<file path="config.mk">
export PLATFORM = sky130hd
export DESIGN_NAME = first_fit_heap_allocator_unit
export DESIGN_NICKNAME = d
export VERILOG_FILES = /design/src/design/ffha_pkg.sv /design/src/design/ffha_mul.sv /design/src/design/first_fit_heap_allocator_unit.sv
export SDC_FILE = /design/constraint.sdc
export NUM_CORES = 2
export LEC_CHECK = 0
export BUFFER_PORTS_ARGS = -buffer_cell sky130_fd_sc_hd__buf_2
export CELL_PAD_IN_SITES_DETAIL_PLACEMENT = 1
export CELL_PAD_IN_SITES_GLOBAL_PLACEMENT = 1
export CORE_UTILIZATION = 45
export CTS_BUF_LIST = sky130_fd_sc_hd__clkbuf_8
export CTS_CLUSTER_SIZE = 25
export DETAILED_ROUTE_END_ITERATION = 16
export HOLD_SLACK_MARGIN = 0.15
export PLACE_DENSITY = 0.65
export SLEW_MARGIN = 20
export SYNTH_ARGS = -nofsm -noshare
export SYNTH_HDL_FRONTEND = slang
export SYNTH_MEMORY_MAX_BITS = 65536
export SYNTH_SLANG_ARGS = --single-unit
</file>
<file path="constraint.sdc">
create_clock -name clk -period 11.08 [get_ports clk]
set_clock_uncertainty 0.2 [all_clocks]
set_input_delay 1.108 -clock clk [delete_from_list [all_inputs] [get_ports clk]]
set_output_delay 1.108 -clock clk [all_outputs]
set_load 0.005 [all_outputs]
</file>
<file path="src/design/ffha_pkg.sv">
// ----------------------------------------------------------------------------
// ffha_pkg: shared types and codes for the first-fit heap allocator
// Request and result word layouts, request and status codes.
// ----------------------------------------------------------------------------
package ffha_pkg;

    localparam logic [1:0] REQ_ALLOC   = 2'd0;
    localparam logic [1:0] REQ_FREE    = 2'd1;
    localparam logic [1:0] REQ_CALLOC  = 2'd2;
    localparam logic [1:0] REQ_REALLOC = 2'd3;

    localparam logic [2:0] ST_OK      = 3'd0;
    localparam logic [2:0] ST_NULL    = 3'd1;
    localparam logic [2:0] ST_OOM     = 3'd2;
    localparam logic [2:0] ST_FULL    = 3'd3;
    localparam logic [2:0] ST_OVF     = 3'd4;
    localparam logic [2:0] ST_UNKNOWN = 3'd5;

    typedef struct packed {
        logic [1:0]  req_type;
        logic [31:0] request_size;
        logic [31:0] element_count;
        logic [31:0] user_address;
    } req_t;

    typedef struct packed {
        logic [31:0] result_address;
        logic [2:0]  status;
        logic [31:0] copy_source;
        logic [31:0] copy_bytes;
        logic [31:0] clear_bytes;
    } rsp_t;

endpackage

</file>
<file path="src/design/ffha_mul.sv">
// ----------------------------------------------------------------------------
// ffha_mul: shift-add multiplier for calloc sizing
// 32 x 32 product, one multiplier bit per cycle; flags a result above 32 bits.
// ----------------------------------------------------------------------------
module ffha_mul (
    input  logic        clk,
    input  logic        rst_n,
    input  logic        start,
    input  logic [31:0] a,
    input  logic [31:0] b,
    output logic        done,
    output logic [31:0] product,
    output logic        overflow
);
    logic [63:0] acc_reg;
    logic [63:0] mcand_reg;
    logic [31:0] mplier_reg;
    logic [5:0]  cnt_reg;
    logic        busy_reg;

    // Add one partial product per cycle, then shift
    always_ff @(posedge clk or negedge rst_n)
    begin
        if (!rst_n)
        begin
            busy_reg   <= 1'b0;
            cnt_reg    <= '0;
            acc_reg    <= '0;
            mcand_reg  <= '0;
            mplier_reg <= '0;
        end
        else if (start)
        begin
            busy_reg   <= 1'b1;
            cnt_reg    <= '0;
            acc_reg    <= '0;
            mcand_reg  <= {32'd0, a};
            mplier_reg <= b;
        end
        else if (busy_reg)
        begin
            if (mplier_reg[0])
                acc_reg <= acc_reg + mcand_reg;
            mcand_reg  <= mcand_reg << 1;
            mplier_reg <= mplier_reg >> 1;
            cnt_reg    <= cnt_reg + 6'd1;
            if (cnt_reg == 6'd31)
                busy_reg <= 1'b0;
        end
    end

    assign done     = !busy_reg && (cnt_reg == 6'd32);
    assign product  = acc_reg[31:0];
    assign overflow = |acc_reg[63:32];
endmodule

</file>
<file path="src/design/first_fit_heap_allocator_unit.sv">
// ----------------------------------------------------------------------------
// first_fit_heap_allocator_unit: first-fit heap allocator with block table
// ----------------------------------------------------------------------------
// Requests arrive on in_valid/in_ready as a req_t word; one rsp_t word leaves
// on out_valid/out_ready per request. The block takes one request at a time:
// in_ready is low from acceptance until the result word is taken, and rises
// again in the cycle after that handshake.
// The table is walked through the memory's single registered read port, each
// entry in an address state and then a compare state. An alloc that appends
// walks the whole table, a free or a first-fit hit stops at its entry, and a
// realloc that moves adds its lookup walk to the alloc walk. Calloc first runs
// the shift-add multiplier. The worst case at the default table of 64 entries
// is set by a realloc that moves.
// heap_limit is written through cfg_we/cfg_wdata whenever cfg_we is high.
// Reset empties the table and zeroes the break; heap_limit returns to 65536.
// Table contents need no clearing: only entries below the count are read.
// When out_ready is low the result word holds and no new request is taken.
// ----------------------------------------------------------------------------
module first_fit_heap_allocator_unit #(
    parameter int MAX_BLOCKS   = 64,
    parameter int HEADER_BYTES = 16
) (
    input  logic            clk,
    input  logic            rst_n,
    input  logic            in_valid,
    output logic            in_ready,
    input  ffha_pkg::req_t  in_data,
    output logic            out_valid,
    input  logic            out_ready,
    output ffha_pkg::rsp_t  out_data,
    input  logic            cfg_we,
    input  logic [31:0]     cfg_wdata
);
    localparam int IW = $clog2(MAX_BLOCKS);
    localparam int CW = $clog2(MAX_BLOCKS + 1);
    localparam logic [31:0] HDR = 32'(HEADER_BYTES);
    localparam logic [CW-1:0] MAXC = CW'(MAX_BLOCKS);

    typedef enum logic [3:0] {
        S_IDLE, S_MUL, S_FIND, S_FIND_CHK, S_ALLOC, S_ALLOC_CHK,
        S_APPEND, S_DONE
    } state_t;

    // Table memory: one write and one registered read per cycle
    logic [31:0] mem_start [MAX_BLOCKS];
    logic [31:0] mem_size  [MAX_BLOCKS];
    logic        mem_free  [MAX_BLOCKS];
    logic [31:0] rd_start_reg, rd_size_reg;
    logic        rd_free_reg;
    logic [IW-1:0] rd_addr;
    logic          wr_en;
    logic [IW-1:0] wr_addr;
    logic [31:0]   wr_start, wr_size;
    logic          wr_free;

    state_t        state_reg;
    logic [31:0]   limit_reg;
    logic [CW-1:0] count_reg;
    logic [31:0]   brk_reg;
    ffha_pkg::req_t req_reg;
    ffha_pkg::rsp_t rsp_reg;
    logic [31:0]   asize_reg;
    logic [CW-1:0] idx_reg;
    logic [IW-1:0] fidx_reg;
    logic [31:0]   fstart_reg, fsize_reg;
    logic          out_valid_reg;

    logic           acc_null;
    ffha_pkg::rsp_t rsp_init;
    ffha_pkg::rsp_t rsp_grant;

    logic        mul_start, mul_done, mul_ovf;
    logic [31:0] mul_prod;

    ffha_mul u_mul (
        .clk      (clk),
        .rst_n    (rst_n),
        .start    (mul_start),
        .a        (in_data.request_size),
        .b        (in_data.element_count),
        .done     (mul_done),
        .product  (mul_prod),
        .overflow (mul_ovf)
    );

    // Decide at acceptance whether the request is a null request
    always_comb
    begin
        acc_null = 1'b0;
        unique case (in_data.req_type)
            ffha_pkg::REQ_ALLOC:   acc_null = (in_data.request_size == 0);
            ffha_pkg::REQ_FREE:    acc_null = (in_data.user_address == 0);
            ffha_pkg::REQ_CALLOC:  acc_null = (in_data.request_size == 0)
                                              || (in_data.element_count == 0);
            ffha_pkg::REQ_REALLOC: acc_null = (in_data.request_size == 0);
        endcase
        rsp_init        = '0;
        rsp_init.status = acc_null ? ffha_pkg::ST_NULL : ffha_pkg::ST_OK;
    end

    // Result word for a granted block
    always_comb
    begin
        rsp_grant = rsp_reg;
        rsp_grant.result_address = (state_reg == S_APPEND) ? brk_reg + HDR
                                                           : rd_start_reg + HDR;
        if (req_reg.req_type == ffha_pkg::REQ_CALLOC)
            rsp_grant.clear_bytes = asize_reg;
        if (req_reg.req_type == ffha_pkg::REQ_REALLOC && req_reg.user_address != 0)
        begin
            rsp_grant.copy_source = req_reg.user_address;
            rsp_grant.copy_bytes  = fsize_reg;
        end
    end

    assign in_ready  = (state_reg == S_IDLE) && !out_valid_reg;
    assign out_valid = out_valid_reg;
    assign out_data  = rsp_reg;
    assign mul_start = in_valid && in_ready && (in_data.req_type == ffha_pkg::REQ_CALLOC)
                       && !acc_null;
    assign rd_addr   = idx_reg[IW-1:0];

    logic [32:0] end_sum;
    assign end_sum = {1'b0, brk_reg} + {1'b0, HDR} + {1'b0, asize_reg};

    // Table memory port
    always_ff @(posedge clk)
    begin
        if (wr_en)
        begin
            mem_start[wr_addr] <= wr_start;
            mem_size[wr_addr]  <= wr_size;
            mem_free[wr_addr]  <= wr_free;
        end
        rd_start_reg <= mem_start[rd_addr];
        rd_size_reg  <= mem_size[rd_addr];
        rd_free_reg  <= mem_free[rd_addr];
    end

    // Table writes from the sequencer
    always_comb
    begin
        wr_en    = 1'b0;
        wr_addr  = idx_reg[IW-1:0];
        wr_start = rd_start_reg;
        wr_size  = rd_size_reg;
        wr_free  = 1'b0;
        if (state_reg == S_ALLOC_CHK && rd_free_reg && rd_size_reg >= asize_reg)
            wr_en = 1'b1;
        else if (state_reg == S_APPEND && end_sum <= {1'b0, limit_reg} && count_reg < MAXC)
        begin
            wr_en    = 1'b1;
            wr_addr  = count_reg[IW-1:0];
            wr_start = brk_reg;
            wr_size  = asize_reg;
        end
        else if (state_reg == S_DONE && !out_valid_reg && rsp_reg.status == ffha_pkg::ST_OK
                 && (req_reg.req_type == ffha_pkg::REQ_FREE || rsp_reg.copy_source != 0)
                 && 32'(fidx_reg) + 32'd1 != 32'(count_reg))
        begin
            wr_en    = 1'b1;
            wr_addr  = fidx_reg;
            wr_start = fstart_reg;
            wr_size  = fsize_reg;
            wr_free  = 1'b1;
        end
    end

    // Sequencer
    always_ff @(posedge clk or negedge rst_n)
    begin
        if (!rst_n)
        begin
            state_reg     <= S_IDLE;
            limit_reg     <= 32'd65536;
            count_reg     <= '0;
            brk_reg       <= '0;
            out_valid_reg <= 1'b0;
            idx_reg       <= '0;
            req_reg       <= '0;
            rsp_reg       <= '0;
            asize_reg     <= '0;
            fidx_reg      <= '0;
            fstart_reg    <= '0;
            fsize_reg     <= '0;
        end
        else
        begin
            if (cfg_we)
                limit_reg <= cfg_wdata;
            if (out_valid_reg && out_ready)
                out_valid_reg <= 1'b0;
            unique case (state_reg)
                S_IDLE:
                begin
                    if (in_valid && in_ready)
                    begin
                        req_reg   <= in_data;
                        rsp_reg   <= rsp_init;
                        idx_reg   <= '0;
                        asize_reg <= in_data.request_size;
                        priority if (acc_null)
                            state_reg <= S_DONE;
                        else if (in_data.req_type == ffha_pkg::REQ_CALLOC)
                            state_reg <= S_MUL;
                        else if (in_data.req_type == ffha_pkg::REQ_FREE
                                 || (in_data.req_type == ffha_pkg::REQ_REALLOC
                                     && in_data.user_address != 0))
                            state_reg <= S_FIND;
                        else
                            state_reg <= S_ALLOC;
                    end
                end
                S_MUL:
                begin
                    if (mul_done)
                    begin
                        if (mul_ovf)
                        begin
                            rsp_reg.status <= ffha_pkg::ST_OVF;
                            state_reg <= S_DONE;
                        end
                        else
                        begin
                            asize_reg <= mul_prod;
                            state_reg <= S_ALLOC;
                        end
                    end
                end
                // Walk the table for the matching data offset
                S_FIND:
                begin
                    if (idx_reg >= count_reg)
                    begin
                        rsp_reg.status <= ffha_pkg::ST_UNKNOWN;
                        state_reg <= S_DONE;
                    end
                    else
                        state_reg <= S_FIND_CHK;
                end
                S_FIND_CHK:
                begin
                    if (rd_start_reg + HDR == req_reg.user_address)
                    begin
                        fidx_reg   <= idx_reg[IW-1:0];
                        fstart_reg <= rd_start_reg;
                        fsize_reg  <= rd_size_reg;
                        priority if (req_reg.req_type == ffha_pkg::REQ_FREE)
                            state_reg <= S_DONE;
                        else if (rd_size_reg >= req_reg.request_size)
                        begin
                            rsp_reg.result_address <= req_reg.user_address;
                            state_reg <= S_DONE;
                        end
                        else
                        begin
                            idx_reg   <= '0;
                            state_reg <= S_ALLOC;
                        end
                    end
                    else
                    begin
                        idx_reg   <= idx_reg + CW'(1);
                        state_reg <= S_FIND;
                    end
                end
                // First-fit walk
                S_ALLOC:
                begin
                    if (idx_reg >= count_reg)
                        state_reg <= S_APPEND;
                    else
                        state_reg <= S_ALLOC_CHK;
                end
                S_ALLOC_CHK:
                begin
                    if (rd_free_reg && rd_size_reg >= asize_reg)
                    begin
                        rsp_reg   <= rsp_grant;
                        state_reg <= S_DONE;
                    end
                    else
                    begin
                        idx_reg   <= idx_reg + CW'(1);
                        state_reg <= S_ALLOC;
                    end
                end
                S_APPEND:
                begin
                    state_reg <= S_DONE;
                    priority if (end_sum > {1'b0, limit_reg})
                        rsp_reg.status <= ffha_pkg::ST_OOM;
                    else if (count_reg >= MAXC)
                        rsp_reg.status <= ffha_pkg::ST_FULL;
                    else
                    begin
                        count_reg <= count_reg + CW'(1);
                        brk_reg   <= end_sum[31:0];
                        rsp_reg   <= rsp_grant;
                    end
                end
                // Release the old block if needed, then present the word
                S_DONE:
                begin
                    if (!out_valid_reg)
                    begin
                        if (rsp_reg.status == ffha_pkg::ST_OK
                            && (req_reg.req_type == ffha_pkg::REQ_FREE
                                || rsp_reg.copy_source != 0)
                            && 32'(fidx_reg) + 32'd1 == 32'(count_reg))
                        begin
                            brk_reg   <= fstart_reg;
                            count_reg <= count_reg - CW'(1);
                        end
                        out_valid_reg <= 1'b1;
                        state_reg     <= S_IDLE;
                    end
                end
                default: state_reg <= S_IDLE;
            endcase
        end
    end
endmodule

</file>
==> results by group <==
Status
  – Status: completed

Floorplanning
  – Initial Util: 0.453
  – DIE HEIGHT: between 600 and 700 um
  – IO Count: 268
  – # rows: 240
  – Die area: 433,000 um^2
  – Die X: roughly 660 um
  – Core area: 428,000 um^2

Drt
  – DRC viols: 0
  – WL/cell: 35.0 um
  – Final WL: 604,000 um
  – DRT Pass-1 Iters: 6
  – Routed via count: approximately 110k
  – Antenna-violating nets left: 0
  – Vias per inst: 6.15
  – Starting DRT DRC Count: 12,700

Setup path
  – Worst r2r path cells: 24
  – Reg2reg start: asize_reg[1]
  – Worst path arrival time: 9890 ps
  – Crit path max fanout: 33
  – Critical Path RT: 11,810 ps
  – Crit. End Element: flip-flop
  – Crit path capture: mem_size[37][20]
  – Critical R2R Capture: mem_size[37][20]
  – Crit path launch: asize_reg[1]
  – R2r setup slk: 1920 ps
  – Kind of critical path: flip-flop to flip-flop
  – CP startpoint kind: flip-flop

CTS
  – Worst-path clk slew: roughly 60 ps
  – Clk Latency, worst-skew pair: 1310 ps
  – CTS tree: done
  – Root buffer cell: clkbuf_8
  – CTS Hold Bufs: about 170
  – Clock Sink Count: approximately 4,800
  – Post-CTS Setup Bufs: 0
  – Cts repair resizes: 0
  – CTS buffer count: 767
  – Max H-tree Level: 6
  – Clock Path Buffers: 4

Yosys
  – Syn avg cell area: 19.5 um^2
  – Synthesized Nets: 10,300
  – Post-synth top area share: 0.645
  – Async SR Flop Fraction: 0.115
  – Mapped Area: between 150,000 and 200,000 um^2
  – Post-synth EDFFs: 4,160
  – Post-synthesis sequential area ratio: 0.723
  – Count leader, synth: edfxtp_1
  – Synth unique cells: 91
  – Primary FF master, synth: edfxtp_1
  – Warnings from Yosys: 0
  – Top cells by area, synth: edfxtp_1 65%, mux4_2 16%, dfrtp_1 7.1%, ha_1 1.6%, nand2_1 1.3%
  – Leading cell types by count after synthesis: 4,160 x edfxtp_1, 1,365 x mux4_2, 675 x nand2_1
  – Largest area contributor in the netlist: edfxtp_1
  – #FFs+latches synth: 4,773
  – Mapped Cells: 9,942

Placed design
  – Placed cell area: 204,000 um^2
  – IO buf count: 267
  – GPL Wtd Cong: approximately 0.86
  – Dpl ws: 2030 ps
  – Post-DP HPWL: ~360,000 um

Power
  – Pwr Total: between 60 and 70 mW
  – Power per cell area: 284 nW/um^2
  – Max VDD drop: 0.220 mV
  – Leakage: between 70 and 80 nW

Flow run
  – Max_cap viols: 0

GRT
  – Antenna violations before repair: 50
  – Vias in the first global route: around 110k
  – GRT Total Usage: 0.277
  – Global-route wire length before repair: about 850,000 um
  – Largest net degree at the start of global routing: 138
  – Grt ovf: 0

STA
  – Max Fclk: 0.109 GHz
  – Crit path time final: 9160 ps
  – Fin. max-slew vios: 0
  – Rel. slew slack: 0.145
  – Final setup vio count: 0
  – Final hold violations: 0
  – Worst-Margin Slew: 1280 ps
  – Post-route clock period utilization: 0.826
  – Setup_tns: 0 ps
  – Final WS setup: ~1900 ps
  – Unrepaired setup endpoints after global routing: no

Cells and area
  – Fillers: about 39,000
  – Nets: 11,300
  – Final core occ: 0.515
  – Final Instance Area: 220,000 um^2
  – Layout cell share with drive strength beyond 1: 0.270
  – Synth-to-Final Area Change: 13.7%

Worst hold path
  – Worst min-delay path class: input pin to flip-flop
==> report_power, final <==
part | internal, mW | switching (mW)
combinational | 8.17 | 14.1
sequential | 24.6 | 1.40
clock | 7.04 | 7.20
==> worst max-delay path, cell delays in order (launching register included) <==
cell and delay (ps):
dfrtp_1 490, ha_1 320, ha_1 230, fa_1 480, a21o_1 210, a21oi_1 280
o21ai_0 250, a32o_1 390, a21bo_2 250, a22o_1 200, o41ai_1 510, o21ai_0 220
xor2_1 250, ha_1 290, a21oi_1 130, o21ai_0 150, or4_1 570, a21boi_0 220
mux2i_2 210, buf_4 240, o41ai_1 930, o22ai_4 160, buf_4 320, nor2b_4 860
buf_12 370
==> cells in the final DEF (no fill, tap or decap), types with 25 or more instances in the layout <==
master,netlist,layout
a21o_1,157,144
a21oi_1,175,175
a22o_1,50,50
a22oi_1,25,25
a31oi_1,49,49
and3_1,29,28
buf_12,0,77
buf_2,21,266
buf_4,1,224
clkbuf_8,0,806
clkinv_1,3,179
clkinv_2,0,95
dfrtp_1,547,542
dfxtp_1,65,65
dlygate4sd3_1,0,173
edfxtp_1,4160,4160
ha_1,243,243
inv_1,214,471
mux2_2,69,69
mux2i_1,172,171
mux4_2,1365,1365
nand2_1,675,673
nand3_1,103,101
nand4_1,51,51
nor2_1,232,191
nor2_4,0,39
nor2b_4,0,28
nor3_1,41,41
nor4_1,58,58
o21ai_0,380,380
xnor2_1,95,95
xor2_1,70,70
==> stage by stage <==
step / hold slack [ps] / std cells
after floorplan: 250 / 9942
after detailed placement: 267 / 15700
after global routing: 256 / 17200
final: 262 / 17200
after global placement: 261 / 15700
after CTS: 155 / 17200
==> worst min path at each step <==
stage	slack, ps	start	cells after the start	to
floorplan	250	req_reg[64]	2	req_reg[64]
global placement	260	out_data[42]	2	out_data[42]
detailed placement	270	out_data[51]	2	out_data[51]
CTS	150	in_valid	4	req_reg[12]
global route	260	in_valid	5	req_reg[25]
finish	260	in_valid	4	req_reg[12]
==> layer usage <==
layer  global-route usage  vias to the layer above  share of wire
met5                    0                        -        0.00025
met4               0.0753                       24          0.028
met3               0.0543                      944          0.090
met2                0.438                     5198           0.47
met1                0.396                    57300           0.41
li1                     -                    42600              -
==> area by class of cell <==
type	count	area, um^2	share of cell area
Sequential cell	4773	140000	0.636
Inverter	218	833	0.00379
Timing Repair Buffer	743	6360	0.0289
Antenna cell	10	25.0	0.000114
Clock inverter	590	3040	0.0138
Tap cell	5687	7120	0.0323
Multi-Input combinational cell	4422	51600	0.235
Clock buffer	806	11100	0.0504
==> logic make-up after synthesis <==
kind of cell               synth area share
AOI/OAI and AO/OA                    0.0339
and+or+nand+nor                      0.0318
xor gates and xnor gates            0.00782
buffers and inverters                0.0148
muxes                                 0.173
DFF                                   0.723
adders and majority gates            0.0161
Note: power is estimated with default switching activity, not from simulation.
